File: src/design/c8fpr_pkg.sv
// Package: shared types, codes and CRC-8 helpers for the framed packet receiver.
package c8fpr_pkg;

	// Bus-slave event codes
	typedef enum logic [1:0] {
		FUNC_ADDR    = 2'd0,
		FUNC_DATA    = 2'd1,
		FUNC_OTHER   = 2'd2,
		FUNC_CONSUME = 2'd3
	} func_t;

	// Frame status codes
	typedef enum logic [1:0] {
		STATUS_OK      = 2'd0,
		STATUS_BAD_END = 2'd1,
		STATUS_BAD_CRC = 2'd2
	} status_t;

	typedef struct packed {
		func_t      func;
		logic [7:0] bus_byte;
	} in_item_t;

	typedef struct packed {
		logic [7:0] command;
		logic [7:0] payload;
		status_t    frame_status;
	} out_item_t;

	// Stage-one handshake towards the input and output registers
	typedef struct packed {
		logic advance;
		logic res_valid;
	} stage_ctl_t;

	localparam int FRAME_LEN  = 5;
	localparam int POS_W      = 3;
	localparam int ADDR_W     = 7;
	localparam int CRC_MSG_W  = 24;
	localparam logic [7:0] START_MARK = 8'h3A;
	localparam logic [7:0] END_MARK   = 8'h0A;
	localparam logic [8:0] CRC_POLY_FULL = 9'h107;

	localparam logic [POS_W-1:0] POS_START = POS_W'(0);
	localparam logic [POS_W-1:0] POS_LAST  = POS_W'(FRAME_LEN - 1);
	localparam logic [POS_W-1:0] POS_DONE  = POS_W'(FRAME_LEN);

	// Residue of x^(i+8) mod P for every message bit; evaluated at elaboration
	function automatic logic [CRC_MSG_W-1:0][7:0] crc_cols();
		logic [CRC_MSG_W-1:0][7:0] cols;
		logic [8:0] v;
		v = 9'h001;
		for (int k = 0; k < 8; k++) begin
			v = v << 1;
			if (v[8]) v = v ^ CRC_POLY_FULL;
		end
		for (int i = 0; i < CRC_MSG_W; i++) begin
			cols[i] = v[7:0];
			v = v << 1;
			if (v[8]) v = v ^ CRC_POLY_FULL;
		end
		return cols;
	endfunction

	localparam logic [CRC_MSG_W-1:0][7:0] CRC_COLS = crc_cols();

	// CRC-8 (poly 0x07, init 0) of a 24-bit message as a parallel XOR matrix
	function automatic logic [7:0] crc8_msg(input logic [CRC_MSG_W-1:0] msg);
		logic [7:0] acc;
		acc = 8'h00;
		for (int i = 0; i < CRC_MSG_W; i++) begin
			if (msg[i]) acc = acc ^ CRC_COLS[i];
		end
		return acc;
	endfunction

endpackage

File: src/design/crc8_framed_packet_receiver_top.sv
// Top level: framed packet receiver with CRC-8 check over bus-slave events.
//
// Input channel (in_valid/in_ready/in_data) carries one bus-slave event per
// transfer: address write, data byte, other status or frame consumed.
// Output channel (out_valid/out_ready/out_data) carries one result per
// completed five-byte frame: command, payload and frame status.
// cfg_we/cfg_wdata write the seven-bit own address used as the first CRC byte.
// An event is registered, then evaluated by the framing logic combinationally;
// a result is loaded into the output register at the edge at which its event
// leaves the input register.
// Throughput is one event per cycle, set by the single framing stage, except
// while the receiver stalls with a result waiting: events that produce no
// result keep flowing; only the next frame-completing byte waits in the input
// register, and in_ready drops until the output register is free.
// Reset clears position, held flag, own address and both valid flags.
module crc8_framed_packet_receiver_top (
	input  logic                          clk,
	input  logic                          arst_n,
	input  logic                          in_valid,
	output logic                          in_ready,
	input  c8fpr_pkg::in_item_t           in_data,
	output logic                          out_valid,
	input  logic                          out_ready,
	output c8fpr_pkg::out_item_t          out_data,
	input  logic                          cfg_we,
	input  logic [c8fpr_pkg::ADDR_W-1:0]  cfg_wdata
);

	c8fpr_pkg::stage_ctl_t ctl;
	c8fpr_pkg::in_item_t   item_s1;
	c8fpr_pkg::out_item_t  result;
	logic                  valid_s1;
	logic                  out_busy;

	c8fpr_in_reg u_in_reg (
		.clk      (clk),
		.arst_n   (arst_n),
		.in_valid (in_valid),
		.in_ready (in_ready),
		.in_data  (in_data),
		.ctl      (ctl),
		.valid_s1 (valid_s1),
		.item_s1  (item_s1)
	);

	c8fpr_framer u_framer (
		.clk       (clk),
		.arst_n    (arst_n),
		.cfg_we    (cfg_we),
		.cfg_wdata (cfg_wdata),
		.valid_s1  (valid_s1),
		.item_s1   (item_s1),
		.out_busy  (out_busy),
		.ctl       (ctl),
		.result    (result)
	);

	c8fpr_out_reg u_out_reg (
		.clk       (clk),
		.arst_n    (arst_n),
		.ctl       (ctl),
		.result    (result),
		.out_busy  (out_busy),
		.out_valid (out_valid),
		.out_ready (out_ready),
		.out_data  (out_data)
	);

endmodule

File: src/design/c8fpr_in_reg.sv
// Input register: holds one accepted event for the framing stage.
module c8fpr_in_reg (
	input  logic                 clk,
	input  logic                 arst_n,
	input  logic                 in_valid,
	output logic                 in_ready,
	input  c8fpr_pkg::in_item_t  in_data,
	input  c8fpr_pkg::stage_ctl_t ctl,
	output logic                 valid_s1,
	output c8fpr_pkg::in_item_t  item_s1
);

	// Take a new event when the stage is empty or empties this cycle
	assign in_ready = !valid_s1 || ctl.advance;

	always_ff @(posedge clk or negedge arst_n) begin
		if (!arst_n) begin
			valid_s1 <= 1'b0;
		end else if (in_valid && in_ready) begin
			valid_s1 <= 1'b1;
		end else if (ctl.advance) begin
			valid_s1 <= 1'b0;
		end
	end

	// Capture payload on each transfer
	always_ff @(posedge clk) begin
		if (in_valid && in_ready) begin
			item_s1 <= in_data;
		end
	end

endmodule

File: src/design/c8fpr_framer.sv
// Framer: frame position, held flag, stored bytes, CRC check and result build.
module c8fpr_framer (
	input  logic                          clk,
	input  logic                          arst_n,
	input  logic                          cfg_we,
	input  logic [c8fpr_pkg::ADDR_W-1:0]  cfg_wdata,
	input  logic                          valid_s1,
	input  c8fpr_pkg::in_item_t           item_s1,
	input  logic                          out_busy,
	output c8fpr_pkg::stage_ctl_t         ctl,
	output c8fpr_pkg::out_item_t          result
);

	logic [c8fpr_pkg::ADDR_W-1:0] slave_addr_q;
	logic [c8fpr_pkg::POS_W-1:0]  pos_q;
	logic                         held_q;
	logic [7:0]                   cmd_q;
	logic [7:0]                   data_q;
	logic [7:0]                   chk_q;

	logic       take;
	logic       complete;
	logic [7:0] crc_calc;

	// Decide whether the byte enters the frame
	always_comb begin
		take = (item_s1.func == c8fpr_pkg::FUNC_DATA) && !held_q &&
			(pos_q < c8fpr_pkg::POS_DONE) &&
			!((pos_q == c8fpr_pkg::POS_START) && (item_s1.bus_byte != c8fpr_pkg::START_MARK));
		complete = take && (pos_q == c8fpr_pkg::POS_LAST);
		ctl.res_valid = valid_s1 && complete;
		// Stall only when a result must go out and the output is still full
		ctl.advance = valid_s1 && !(complete && out_busy);
	end

	// Check end mark first, then the CRC over address, command and data
	assign crc_calc = c8fpr_pkg::crc8_msg({1'b0, slave_addr_q, cmd_q, data_q});

	always_comb begin
		result.command = cmd_q;
		result.payload = data_q;
		if (item_s1.bus_byte != c8fpr_pkg::END_MARK) begin
			result.frame_status = c8fpr_pkg::STATUS_BAD_END;
		end else if (crc_calc != chk_q) begin
			result.frame_status = c8fpr_pkg::STATUS_BAD_CRC;
		end else begin
			result.frame_status = c8fpr_pkg::STATUS_OK;
		end
	end

	// Own address register
	always_ff @(posedge clk or negedge arst_n) begin
		if (!arst_n) begin
			slave_addr_q <= '0;
		end else if (cfg_we) begin
			slave_addr_q <= cfg_wdata;
		end
	end

	// Advance position and held flag
	always_ff @(posedge clk or negedge arst_n) begin
		if (!arst_n) begin
			pos_q  <= c8fpr_pkg::POS_START;
			held_q <= 1'b0;
		end else if (ctl.advance) begin
			unique case (item_s1.func)
				c8fpr_pkg::FUNC_ADDR: begin
					pos_q <= c8fpr_pkg::POS_START;
				end
				c8fpr_pkg::FUNC_CONSUME: begin
					held_q <= 1'b0;
				end
				c8fpr_pkg::FUNC_DATA: begin
					if (take) begin
						pos_q <= pos_q + c8fpr_pkg::POS_W'(1);
					end
					if (complete) begin
						held_q <= 1'b1;
					end
				end
				c8fpr_pkg::FUNC_OTHER: begin
				end
				default: begin
				end
			endcase
		end
	end

	// Store command, data and checksum bytes
	always_ff @(posedge clk) begin
		if (ctl.advance && take) begin
			if (pos_q == c8fpr_pkg::POS_W'(1)) cmd_q  <= item_s1.bus_byte;
			if (pos_q == c8fpr_pkg::POS_W'(2)) data_q <= item_s1.bus_byte;
			if (pos_q == c8fpr_pkg::POS_W'(3)) chk_q  <= item_s1.bus_byte;
		end
	end

endmodule

File: src/design/c8fpr_out_reg.sv
// Output register: holds a finished frame result until the receiver takes it.
module c8fpr_out_reg (
	input  logic                  clk,
	input  logic                  arst_n,
	input  c8fpr_pkg::stage_ctl_t ctl,
	input  c8fpr_pkg::out_item_t  result,
	output logic                  out_busy,
	output logic                  out_valid,
	input  logic                  out_ready,
	output c8fpr_pkg::out_item_t  out_data
);

	logic load;

	assign load     = ctl.advance && ctl.res_valid;
	assign out_busy = out_valid && !out_ready;

	always_ff @(posedge clk or negedge arst_n) begin
		if (!arst_n) begin
			out_valid <= 1'b0;
		end else if (load) begin
			out_valid <= 1'b1;
		end else if (out_ready) begin
			out_valid <= 1'b0;
		end
	end

	// Hold result until transfer
	always_ff @(posedge clk) begin
		if (load) begin
			out_data <= result;
		end
	end

endmodule
File: config.mk
export PLATFORM = sky130hd
export DESIGN_NAME = crc8_framed_packet_receiver_top
export DESIGN_NICKNAME = d
export VERILOG_FILES = /design/src/design/c8fpr_pkg.sv /design/src/design/crc8_framed_packet_receiver_top.sv /design/src/design/c8fpr_in_reg.sv /design/src/design/c8fpr_framer.sv /design/src/design/c8fpr_out_reg.sv
export SDC_FILE = /design/constraint.sdc
export NUM_CORES = 1
export LEC_CHECK = 0
export BUFFER_PORTS_ARGS = -buffer_cell sky130_fd_sc_hd__buf_2
export CORE_MARGIN = 5
export CORE_UTILIZATION = 40
export CTS_BUF_LIST = sky130_fd_sc_hd__clkbuf_8
export DETAILED_ROUTE_END_ITERATION = 10
export GPL_ROUTABILITY_DRIVEN = 0
export HOLD_SLACK_MARGIN = 0.06
export PLACE_DENSITY = 0.58
export SYNTH_ARGS = -nofsm -noshare
export SYNTH_HDL_FRONTEND = slang
export SYNTH_SLANG_ARGS = --single-unit
File: constraint.sdc
create_clock -name clk -period 6.5 [get_ports clk]
set_clock_uncertainty 0.15 [all_clocks]
set_input_delay 0.65 -clock clk [delete_from_list [all_inputs] [get_ports clk]]
set_output_delay 0.65 -clock clk [all_outputs]
set_load 0.03 [all_outputs]
* Word-level counts from Yosys, hierarchy flattened *
Index checks and enable logic that the tools add are counted.

cells by class
  add/subtract/negate cells = 1
  $lt $le $gt $ge = 1
  equality and inequality tests = 11
  mux-type cells = 32
  bitwise logic cells = 22
  reduce and logical (&&, ||, !) cells = 29

operators by type and width
  cell                   count
  $mux W8                10
  $mux W7                7
  $not A5 Y5             8
  $not A3 Y3             9
  $not A2 Y3             5
  $logic_and A1 B1 Y1    12
  $mux W6                2
  $mux W5                2
  $ne A8 B4 Y1 const B   1
  $ne A8 B6 Y1 const B   1
  $ne A8 B8 Y1           1
  $reduce_bool A2 Y1     4
  $eq A3 B2 Y1 const B   2
  $mux W3                2
  $pmux W3 S2            1
  $reduce_and A2 Y1      3
  $reduce_and A3 Y1      2
  $logic_not A1 Y1       5
  $mux W1                5
  $mux W4                1
  $ne A2 B1 Y1 const B   2
  $add A3 B1 Y3 const B  1
  $eq A3 B1 Y1 const B   1
  $eq A3 B3 Y1 const B   1
  other kinds (8)        8

storage, ports and cells
  register bits after elaboration = 65
  input port bits = 22
  output and inout port bits = 20
  word-level logic and storage cells = 109

* Logic depth before layout (Yosys ltp) *
Gate-level depths: netlist (run 1).

  depth in word-level cells = 47
  mapped depth = 7
  depth with buffers taken out = 7

* Hierarchy *
A second synthesis (run 1) with hierarchy kept.

second synthesis, totals
  cells, all modules = 169
  area total of the unflattened synthesis = 2870.3 um^2

by module, submodules not included
  module         instances  cells an instance  area an instance (um^2)  seq. area each (um^2)
  c8fpr_framer   1          133                1929.4                   996.0
  c8fpr_out_reg  1          22                 586.8                    565.5
  c8fpr_in_reg   1          14                 354.1                    325.3

* Least setup slack after synthesis (run 1) *
Ideal clock, no wire load.

  path kind = reg2reg
  start point = register u_framer.pos_q[0] (netlist bit)
  end point = register u_in_reg.item_s1[0] (netlist name)
  setup time = 0.343 ns
  arrival = 1.646 ns
  data required time = 6.007 ns
  slack = 4.361 ns
  stages on the path, launching flop included = 7
  path buffers = 0
  clock period less this slack = 2.139 ns
  cell sequence = dfrtp_1 inv_1 ha_1 and2_1 and3_1 nand3_1 and2_1

on the way
  longest elaborated chain between the ends = 10
  elaborated cells between the ends (all ways) = 13
  classes of those cells = order compare (1); eq/ne (1); reduce/logical (11)

RTL lines
  what                                                  RTL line                               source
  start, declared                                       c8fpr_framer.sv:15                     logic [c8fpr_pkg::POS_W-1:0] pos_q;
  start signal, assigned                                c8fpr_framer.sv:63                     pos_q <= c8fpr_pkg::POS_START;
  start signal, assigned                                c8fpr_framer.sv:68                     pos_q <= c8fpr_pkg::POS_START;
  start signal, assigned                                c8fpr_framer.sv:75                     pos_q <= pos_q + c8fpr_pkg::POS_W'(1);
  branches (longest 4 deep; another with $lt A3 B3 Y1)  --
  $logic_and A1 B1 Y1 (*)                               c8fpr_framer.sv:30                     complete = take && (pos_q == c8fpr_pkg::POS_LAST);
  $logic_and A1 B1 Y1 (*)                               c8fpr_framer.sv:33                     ctl.advance = valid_s1 && !(complete && out_busy);
  $logic_not A1 Y1 (*)                                  c8fpr_framer.sv:33
  $logic_and A1 B1 Y1 (*)                               c8fpr_framer.sv:33
  $logic_or A1 B1 Y1 (*)                                c8fpr_in_reg.sv:14                     assign in_ready = !valid_s1 || ctl.advance;
  via in_ready                                          crc8_framed_packet_receiver_top.sv:20  output logic in_ready,
  $logic_and A1 B1 Y1 (*)                               c8fpr_in_reg.sv:28                     if (in_valid && in_ready) begin

Mark *: on every way through the listed nets, which the timed path passes.
A chain may end at the register's enable or synchronous reset.

* Final worst setup path (run 1) *
  start point = register u_framer.pos_q[0] (netlist bit)
  end point = output in_ready

on the way
  longest elaborated chain between the ends = 9
  elaborated cells between the ends (all ways) = 12
  classes of those cells = order compare (1); eq/ne (1); reduce/logical (10)

RTL lines
  what                                                  RTL line
  branches (longest 4 deep; another with $lt A3 B3 Y1)  --
  $logic_and A1 B1 Y1 (*)                               c8fpr_framer.sv:30
  $logic_and A1 B1 Y1 (*)                               c8fpr_framer.sv:33
  $logic_not A1 Y1 (*)                                  c8fpr_framer.sv:33
  $logic_and A1 B1 Y1 (*)                               c8fpr_framer.sv:33
  $logic_or A1 B1 Y1 (*)                                c8fpr_in_reg.sv:14
  end, declared                                         crc8_framed_packet_receiver_top.sv:20

Every way passes the cells marked *.

==> metrics.md, run 1 <==
| Metric | Value |
|---|---|
| Nets | `about 250` |
| Reg clk slew, reported paths | `0.07 ns` |
| Worst setup path start | `u_framer.pos_q[0]$_DFFE_PN0P_` |
| Drt first pass iters | `4` |
| Share of layout cells above drive strength 1 | `around 30%` |
| Pre-CTS setup slack | `around 4 ns` |
| Synth Net Count | `195` |
| Kind of critical path | `reg -> out` |
| Most frequent cell after synthesis | `edfxtp_1` |
| Reg2reg start | `u_in_reg.item_s1[7]$_DFFE_PP_` |
| Setup violators final | `0` |
| Sw Share | `20.6%` |
| Initial antenna violation count | `0` |
| Reg-to-reg endpoint | `u_framer.chk_q[0]$_DFFE_PP_` |
| Distinct cell type count of the synthesized netlist | `35` |
| Setup bufs post-CTS | `0` |
| Placed cell areas | `about 3200 µm²` |
| Flop pwr share | `between 50 and 60%` |
| Post-synth top cells | `edfxtp_1 (52), xnor2_1 (17), dfrtp_1 (13)` |
| CP Capture Type | `output port` |
| Reg-to-reg slack, setup | `4.09 ns` |
| Fin area | `around 3400 µm²` |
| Worst Tran Pin Value | `between 0.6 and 0.7 ns` |
| Full die area | `about 9000 µm²` |
| Status | `finished, final reports clean` |
| Avg Vias per Cell | `4.55` |
| HPWL Detailed | `approximately 3.7 mm` |
| Antenna viol nets, final | `0` |
| Hold Path Sink | `u_in_reg.item_s1[0]$_DFFE_PP_` |
| Final Max Slew Viols | `0` |
| GRT Util Overall | `between 10% and 20%` |
| H-tree depth | `3` |
| Initial core utilization | `41.7%` |
| Total number of vias | `1462` |
| CTS root buf | `clkbuf_8` |
| Power per Cell Area | `approximately 260 nW/µm²` |
| Post-synth EDFFs | `between 50 and 60` |
| Critical Path Start Type | `register` |
| Synth Warn # | `0` |
| Synthesized area per cell | `17.1 µm²` |
| Combinational power share | `around 7.1%` |
| Clock power share | `between 40% and 50%` |
| Area grow syn2layout | `19.0%` |
| PnR Total Power | `0.897 mW` |
| Hold Path Cell Cnt | `1` |
| Clock Sink Count | `65` |
| Slew headroom | `53.7%` |
| Core box area | `a little under 7000 µm²` |
| Leakage | `around 1.4 nW` |
| Hold Crit Class | `in -> reg` |
| Vias in the first global route | `around 1.5k` |
| R2R depth | `5` |
| Core Util, Final | `between 40% and 50%` |
| Syn Inst Count | `roughly 170` |
| Final WS setup | `a little under 4 ns` |
| IO buf count | `41` |
| Die Y | `94.6 µm` |
| Number of cell rows | `30` |
| Max VDD drop | `about 120 µV` |
| Ys flop type | `edfxtp_1` |
| Maxcap violations | `0` |
| TritonCTS Buffers | `9` |
| Final wirelength | `about 4.7 mm` |
| Total gr overflow | `0` |
| Max FO, Critical Path | `5` |
| FFs w/ async S/R, synth | `20.0%` |
| Seq/Total Area, Yosys | `65.9%` |
| Cts hold-fix bufs | `1` |
| Die Wd | `roughly 95 µm` |
| TNS Setup | `0 ns` |
| Peak Freq | `395 MHz` |
| Final Hold Viols | `0` |
| Final period utilization | `between 30 and 40%` |
| Clock Path Buffers | `2` |
| NetSw | `0.185 mW` |
| CTS tree | `built` |
| Largest area contributor in the netlist | `edfxtp_1` |
| DRC | `0` |
| WL per Instance | `around 15 µm` |
| CTS-repair resized insts | `0` |
| Worst skew pair latency | `~0.33 ns` |
| Yosys reg bits | `65` |
| Pin count of the biggest net entering global routing | `19` |
| First-pass GRT wire length | `~7.8 mm` |
| DR iter-0 viols | `between 40 and 50` |
| Largest cells by area after synthesis | `edfxtp_1 (54%), dfrtp_1 (11%), xnor3_1 (7.1%)` |
| Top-area cell type share of the netlist area | `between 50% and 60%` |
| Antenna diodes | `0` |
| Hold path startpoint | `in_data[0]` |
| Critical Path AT | `~1.7 ns` |
| RSZ-0062 raised after global routing | `false` |
| Final critical-path required period | `2.53 ns` |
| Internal | `0.712 mW` |
| CP required | `around 5.7 ns` |
| Mapped Area | `between 2000 and 3000 µm²` |
| IO Pins | `42` |
==> logic make-up (layout without fill, tap and decap cells) <==
kind of cell / count (synthesis) / count (layout) / synth area share, %
AOI/OAI and AO/OA: 10 / 10 / 2.53
xor gates and xnor gates: 39 / 39 / 18.7
adders and majority gates: 5 / 5 / 2.18
buffers and inverters: 8 / 65 / 1.05
DFF: 65 / 65 / 65.9
muxes: 9 / 9 / 3.49
and+or+nand+nor: 32 / 32 / 6.20
==> flip-flops by register name, summed over array words and instances, names as in the netlist <==
signal                 flops
u_framer.held_q            1
u_framer.chk_q             8
u_framer.cmd_q             8
u_framer.data_q            8
u_framer.pos_q             3
u_out_reg.out_data        18
u_framer.slave_addr_q      7
u_in_reg.valid_s1          1
u_in_reg.item_s1          10
u_out_reg.out_valid        1
==> power groups by stage <==
stage | Combinational, mW | Sequential (mW) | Clock, mW
floorplan | 0.0495 | 0.477 | 0
global placement | 0.0632 | 0.481 | 0
detailed placement | 0.0637 | 0.482 | 0
CTS | 0.0643 | 0.473 | 0.371
global route | 0.0700 | 0.474 | 0.388
finish | 0.0633 | 0.473 | 0.361
==> placed cells by master, fill, tap and decap left out, types with 3 or more instances in the layout <==
master / count
mux2_2: 8
nand3_1: 7
nand2_1: 4
clkbuf_8: 9
xor2_1: 7
xnor3_1: 9
nor2b_1: 3
and2_1: 5
xnor2_1: 17
nor2_1: 3
buf_2: 41
inv_1: 10
ha_1: 5
edfxtp_1: 52
dfrtp_1: 13
==> stage by stage <==
stage          hold WS [ns]  std cells
2_1_floorplan         0.204        168
3_3_place_gp          0.320        304
3_5_place_dp          0.322        304
4_1_cts               0.315        321
5_1_grt               0.310        321
6_report              0.337        321
==> layer usage <==
metal | GRT usage, % | part of all wire [%]
met5 | 0 | 0
met4 | 3.97 | 1.3
met3 | 4.94 | 5.6
met2 | 18.6 | 49
met1 | 15.5 | 44
==> final cells by class <==
class,count,area (µm²)
Fill cell,597,3460
Sequential cell,65,1890
Multi-Input combinational cell,95,948
Timing Repair Buffer,42,215
Clock buffer,9,124
Tap cell,96,120
Clock inverter,7,88.8
Inverter,7,26.3
==> worst max-delay path: stages, from the launching register on <==
cell and delay (ns):
dfrtp_1 0.42, inv_1 0.09, ha_1 0.22, and2_1 0.17, and3_1 0.19, nand3_1 0.11, buf_2 0.21
==> how the worst max path moves through the flow <==
| stage | endpoint | slack (ns) | cells after the start |
|---|---|---|---|
| after detailed placement | u_framer.chk_q[1]$_DFFE_PP_ | 4.09 | 5 |
| after CTS | in_ready | 3.93 | 6 |
| after global placement | u_framer.chk_q[1]$_DFFE_PP_ | 4.18 | 5 |
| final | in_ready | 3.97 | 6 |
| after global routing | u_framer.chk_q[0]$_DFFE_PP_ | 3.82 | 5 |
| after floorplan | u_in_reg.item_s1[0]$_DFFE_PP_ | 4.36 | 6 |
No activity file was read; power rests on OpenSTA's default activity.
==> run 2, diff against run 1 <==
--- a/config.mk
+++ b/config.mk
@@ -12,7 +12,7 @@
 export DETAILED_ROUTE_END_ITERATION = 10
 export GPL_ROUTABILITY_DRIVEN = 0
 export HOLD_SLACK_MARGIN = 0.06
-export PLACE_DENSITY = 0.58
+export PLACE_DENSITY = 0.61
 export SYNTH_ARGS = -nofsm -noshare
 export SYNTH_HDL_FRONTEND = slang
 export SYNTH_SLANG_ARGS = --single-unit
==> constraint.sdc (replaced) <==
create_clock -name clk -period 2.1 [get_ports clk]
set_clock_uncertainty 0.15 [all_clocks]
set_input_delay 0.21 -clock clk [delete_from_list [all_inputs] [get_ports clk]]
set_output_delay 0.21 -clock clk [all_outputs]
set_load 0.03 [all_outputs]
==> run 2 against run 1 <==
Core utilization increased by 9.5 points. Largest cell class unchanged. Via count increased by 15%. Critical path depth decreased by 1. Cell count increased by 18%. Global-route usage increased by 0.93 points. Wire length increased by 12%. Largest power group unchanged. Register-to-register slack got worse by 4.1 ns. Highest routed layer unchanged. The run now ends with negative setup slack left.
==> metrics.md, run 2 (same netlist as run 1, synthesis figures left out) <==
| Metric | Value |
|---|---|
| Status | `finished, violations left` |
| Violated checks | `negative setup slack` |
| Final Hold Viols | `0` |
| Share of layout cells above drive strength 1 | `between 40% and 50%` |
| GRT Util Overall | `13.0%` |
| Commonest non-fill, non-tap cells in the layout | `edfxtp_1 (52), buf_2 (40), buf_4 (33)` |
| Core box area | `approximately 7000 µm²` |
| CP Capture Type | `register` |
| Top reg by flops | `u_out_reg.out_data` |
| Pin count of the biggest net entering global routing | `19` |
| First-pass GRT wire length | `around 8.5 mm` |
| Antenna viol nets, final | `0` |
| Drt first pass iters | `4` |
| Initial antenna violation count | `0` |
| Core Util, Final | `around 59%` |
| RSZ-0062 raised after global routing | `true` |
| Placed cell count | `between 300 and 400` |
| DRC | `0` |
| Clock Path Buffers | `2` |
| Total gr overflow | `0` |
| Die Y | `around 95 µm` |
| Slew headroom | `between 70% and 80%` |
| Critical Path Start Type | `register` |
| Power per Cell Area | `around 670 nW/µm²` |
| Worst Tran Pin Value | `0.313 ns` |
| Full die area | `about 9000 µm²` |
| Nets | `about 310` |
| Die Wd | `94.6 µm` |
| TritonCTS Buffers | `9` |
| Buffers & Inverters on Critical Path | `0` |
| Setup violators final | `1` |
| Critical path's largest stage delay | `between 0.4 and 0.5 ns` |
| Max VDD drop | `roughly 450 µV` |
| Final WS setup | `-0.0201 ns` |
| Worst skew pair latency | `roughly 0.34 ns` |
| Max FO, Critical Path | `2` |
| Final wirelength | `about 5.3 mm` |
| Final period utilization | `101%` |
| H-tree depth | `3` |
| Critical Path AT | `between 2 and 2.5 ns` |
| HPWL Detailed | `3.88 mm` |
| Reg clk slew, reported paths | `about 0.070 ns` |
| Vias in the first global route | `approximately 1.7k` |
| Cell chain of the critical path | `xor2_2 -> xnor3_1 -> or3_1 -> a22oi_1 -> a31oi_1` |
| CTS root buf | `clkbuf_8` |
| Area grow syn2layout | `41.7%` |
| Maxcap violations | `0` |
| Delay-heaviest family, CP | `XOR/XNOR gates` |
| CP required | `2.03 ns` |
| Max reg flops | `18` |
| Peak Freq | `~470 MHz` |
| DR iter-0 viols | `56` |
| WL per Instance | `13.9 µm` |
| Total number of vias | `~1.7k` |
| Final Max Slew Viols | `0` |
| Antenna diodes | `0` |
| Critical Path Slowest Stage Cell | `xnor3_1` |
| Finished Layout Cells | `380` |
| Leakage | `1.72 nW` |
| Hold Crit Class | `in -> reg` |
| Initial core utilization | `a little over two fifths` |
| Final critical-path required period | `between 2 and 2.5 ns` |
| Commonest non-fill, non-tap cell in the layout | `edfxtp_1` |
| Avg Vias per Cell | `between 4 and 5` |
| Clock Sink Count | `65` |
| Number of cell rows | `30` |
| Kind of critical path | `reg -> reg` |
| Pre-CTS setup slack | `-0.0670 ns` |
| CTS tree | `built` |
| IO buf count | `41` |
| Top flop regs | `u_out_reg.out_data: 18 flops, u_in_reg.item_s1: 10 flops` |
| IO Pins | `42` |
## run 2: cell type report
class	instances	area, µm²
clock inverters	7	55.1
flip-flops and latches	65	1890
well taps	96	120
fillers	550	2810
multi-input cells	95	1070
clock buffers	9	124
inverters	7	26.3
repair buffers	101	772
## run 2: what timing repair did
item	in CTS	in global routing
setup buffers	2	6
endpoints found under the hold margin	32	0
hold buffers	21	0
pin swaps	11	9
endpoints found under the setup margin	26	37
gates resized for setup	8	18
## run 2: path summary, 6_finish.rpt
kind | from | endpoint | slack [ns] | cells past startpoint
max reg2reg | u_framer.data_q[7]$_DFFE_PP_ | u_out_reg.out_data[1]$_SDFFCE_PP0P_ | -0.02 | 5
min reg2reg | u_framer.cmd_q[3]$_DFFE_PP_ | u_out_reg.out_data[13]$_DFFE_PP_ | 0.37 | 0
min | cfg_we | u_framer.slave_addr_q[1]$_DFFE_PN0P_ | 0.09 | 2
min in group asynchronous | arst_n | u_framer.slave_addr_q[1]$_DFFE_PN0P_ | 0.14 | 2
max | u_framer.data_q[7]$_DFFE_PP_ | u_out_reg.out_data[1]$_SDFFCE_PP0P_ | -0.02 | 5
max in group asynchronous | arst_n | u_framer.held_q$_DFFE_PN0P_ | 1.42 | 2
## run 2: metal layers
layer  global-route usage, %  vias to the layer above  share of wire (%)
li1                        -                      834                  -
met1                    16.0                      809                 41
met2                    21.2                       35                 52
met3                    3.82                        8                5.0
met4                    5.77                        0                1.3
met5                       0                        -                  0
## run 2: per-stage QoR
| step | total power [mW] | cell area (µm²) | setup TNS, ns | hold WS (ns) |
|---|---|---|---|---|
| 6_report | 2.72 | 4060 | -0.0201 | 0.0913 |
| 5_1_grt | 2.85 | 4060 | -1.07 | 0.0915 |
| 4_1_cts | 2.75 | 3930 | -0.0296 | 0.0767 |
| 3_5_place_dp | 1.73 | 3470 | -0.0686 | -0.0241 |
| 3_3_place_gp | 1.73 | 3470 | -0.0555 | -0.0300 |
| 2_1_floorplan | 1.63 | 2870 | 0 | -0.236 |
## run 2: where the power goes
part / switching [mW] / internal, mW
combinational: 0.106 / 0.192
sequential: 0.0368 / 1.42
clock: 0.439 / 0.527
total: 0.582 / 2.14
==> run 3, diff against run 2 <==
--- a/config.mk
+++ b/config.mk
@@ -6,9 +6,10 @@
 export NUM_CORES = 1
 export LEC_CHECK = 0
 export BUFFER_PORTS_ARGS = -buffer_cell sky130_fd_sc_hd__buf_2
+export CAP_MARGIN = 10
 export CORE_MARGIN = 5
 export CORE_UTILIZATION = 40
-export CTS_BUF_LIST = sky130_fd_sc_hd__clkbuf_8
+export CTS_BUF_LIST = sky130_fd_sc_hd__clkbuf_4
 export DETAILED_ROUTE_END_ITERATION = 10
 export GPL_ROUTABILITY_DRIVEN = 0
 export HOLD_SLACK_MARGIN = 0.06
==> run 3 against run 2 <==
The flow still finishes with violations (negative setup slack). Critical path depth unchanged. Core utilization up 0.33 points. Worst hold slack better by 0.26 ns. Sequential cell count unchanged. Largest cell class unchanged. Largest power group unchanged. Die area unchanged. Combinational power up 10%. First-iteration DRC count down 5.4%. Power down 4.7%. Register-to-register slack worse by 0.06 ns. Clock-buffer cell count up 3. Clock power down 16%.
==> metrics.md, run 3 (same netlist as run 1, synthesis figures left out) <==
| Metric | Value |
|---|---|
| CTS tree | `built` |
| Clock Sink Count | `65` |
| Nets | `approximately 320` |
| Initial antenna violation count | `0` |
| Full die area | `between 8000 and 9000 µm²` |
| Drt first pass iters | `4` |
| Power per Cell Area | `between 600 and 700 nW/µm²` |
| Kind of critical path | `reg -> reg` |
| Violated checks | `negative setup slack` |
| PnR Total Power | `between 2 and 3 mW` |
| Final hold slack | `0.347 ns` |
| Vias in the first global route | `approximately 1.7k` |
| Maxcap violations | `0` |
| Avg Vias per Cell | `between 4 and 5` |
| HPWL Detailed | `a little under 4 mm` |
| CTS root buf | `clkbuf_4` |
| Hold Path Sink | `u_out_reg.out_data[11]$_DFFE_PP_` |
| Clock power share | `a little under a third` |
| Max FO, Critical Path | `2` |
| Internal | `around 2 mW` |
| Final Hold Viols | `0` |
| Final WS setup | `-0.0773 ns` |
| NetSw | `between 0.5 and 0.6 mW` |
| Critical Path Start Type | `register` |
| Placed cell areas | `roughly 3500 µm²` |
| DR iter-0 viols | `53` |
| Area grow syn2layout | `42.4%` |
| R2R depth | `5` |
| Die Y | `approximately 95 µm` |
| H-tree depth | `3` |
| Final period utilization | `104%` |
| IO Pins | `42` |
| Pin count of the biggest net entering global routing | `19` |
| Commonest non-fill, non-tap cells in the layout | `edfxtp_1 (52), buf_2 (40), buf_4 (35)` |
| Critical Path AT | `approximately 2.2 ns` |
| GRT Util Overall | `between 10% and 20%` |
| Hold path startpoint | `u_framer.cmd_q[1]$_DFFE_PP_` |
| Fill count | `552` |
| Worst Tran Pin Value | `roughly 0.38 ns` |
| IO buf count | `41` |
| Core box area | `between 6000 and 7000 µm²` |
| Hold Crit Class | `reg -> reg` |
| Commonest non-fill, non-tap cell in the layout | `edfxtp_1` |
| Die Wd | `94.6 µm` |
| Antenna diodes | `0` |
| Sw Share | `a little over a fifth` |
| Share of layout cells above drive strength 1 | `between 40% and 50%` |
| Max reg flops | `18` |
| Final wirelength | `5.48 mm` |
| Final critical-path required period | `between 2 and 2.5 ns` |
| TritonCTS Buffers | `9` |
| Finished Layout Cells | `a little under 400` |
| Status | `finished, violations left` |
| Pre-CTS setup slack | `-0.0670 ns` |
| CP required | `~2.1 ns` |
| Setup violators final | `1` |
| DRC | `0` |
| First-pass GRT wire length | `around 8.7 mm` |
| RSZ-0062 raised after global routing | `true` |
| Hold Path Cell Cnt | `0` |
| Antenna viol nets, final | `0` |
| Initial core utilization | `between 40% and 50%` |
| Number of cell rows | `30` |
| Combinational power share | `between 10% and 20%` |
| Clock Path Buffers | `2` |
| Slew headroom | `about 75%` |
| Final Max Slew Viols | `0` |
| Top reg by flops | `u_out_reg.out_data` |
| Peak Freq | `between 400 and 500 MHz` |
| Reg-to-reg slack, setup | `-0.08 ns` |
| Leakage | `around 1.7 nW` |
| Flop pwr share | `between 50 and 60%` |
| Max VDD drop | `391 µV` |
| Core Util, Final | `59.4%` |
| Reg2reg start | `u_framer.data_q[7]$_DFFE_PP_` |
| WL per Instance | `about 14 µm` |
| Placed cell count | `335` |
| TNS Setup | `-0.0773 ns` |
| Total number of vias | `1731` |
| Reg clk slew, reported paths | `0.10 ns` |
| CP Capture Type | `register` |
| Reg-to-reg endpoint | `u_out_reg.out_data[1]$_SDFFCE_PP0P_` |
| Fin area | `4080 µm²` |
| Top flop regs | `u_out_reg.out_data: 18 flops, u_in_reg.item_s1: 10 flops` |
| Worst skew pair latency | `approximately 0.4 ns` |
| Total gr overflow | `0` |
-- run 3: power groups by stage --
stage	sequential [mW]	clock, mW	combinational (mW)
after CTS	1.46	0.848	0.304
after global placement	1.48	0	0.243
after global routing	1.46	0.912	0.358
after detailed placement	1.48	0	0.247
after floorplan	1.48	0	0.153
final	1.46	0.810	0.329
-- run 3: routing by layer --
layer / GRT usage (%) / wire length (µm)
met1: 16.4 / 2290
met2: 22.1 / 2890
met3: 4.30 / 217
met5: 0 / 0
met4: 5.41 / 81
-- run 3: cell type report --
type | instances | area [µm²] | area share [%]
flip-flops and latches | 65 | 1890 | 46.3
multi-input cells | 95 | 1060 | 25.9
repair buffers | 110 | 855 | 20.9
well taps | 96 | 120 | 2.94
clock buffers | 12 | 90.1 | 2.21
clock inverters | 4 | 43.8 | 1.07
inverters | 7 | 26.3 | 0.644
-- run 3: worst max-delay path by stage --
stage | start | end | slack (ns) | cells past startpoint
2_1_floorplan | u_in_reg.item_s1[7]$_DFFE_PP_ | u_framer.chk_q[0]$_DFFE_PP_ | 0.007 | 5
3_3_place_gp | u_framer.data_q[0]$_DFFE_PP_ | u_out_reg.out_data[1]$_SDFFCE_PP0P_ | -0.06 | 5
3_5_place_dp | u_framer.data_q[0]$_DFFE_PP_ | u_out_reg.out_data[1]$_SDFFCE_PP0P_ | -0.07 | 5
4_1_cts | u_framer.data_q[7]$_DFFE_PP_ | u_out_reg.out_data[1]$_SDFFCE_PP0P_ | -0.04 | 5
5_1_grt | u_framer.data_q[7]$_DFFE_PP_ | u_out_reg.out_data[1]$_SDFFCE_PP0P_ | -0.13 | 5
6_report | u_framer.data_q[7]$_DFFE_PP_ | u_out_reg.out_data[1]$_SDFFCE_PP0P_ | -0.08 | 5
-- run 3: timing repair --
action                                 CTS  global route
buffers inserted                         1             7
pin swaps                                3             5
hold buffers                            30             0
endpoints found under the hold margin   33             0
gates resized for setup                  6            19
setup endpoints to repair               26            27
-- run 3: worst max-delay path: stages (launching register included) --
cell and delay, ns:
edfxtp_1 0.45, xor2_2 0.21, xnor3_1 0.44, or3_1 0.39
a22oi_1 0.18, a31oi_1 0.11
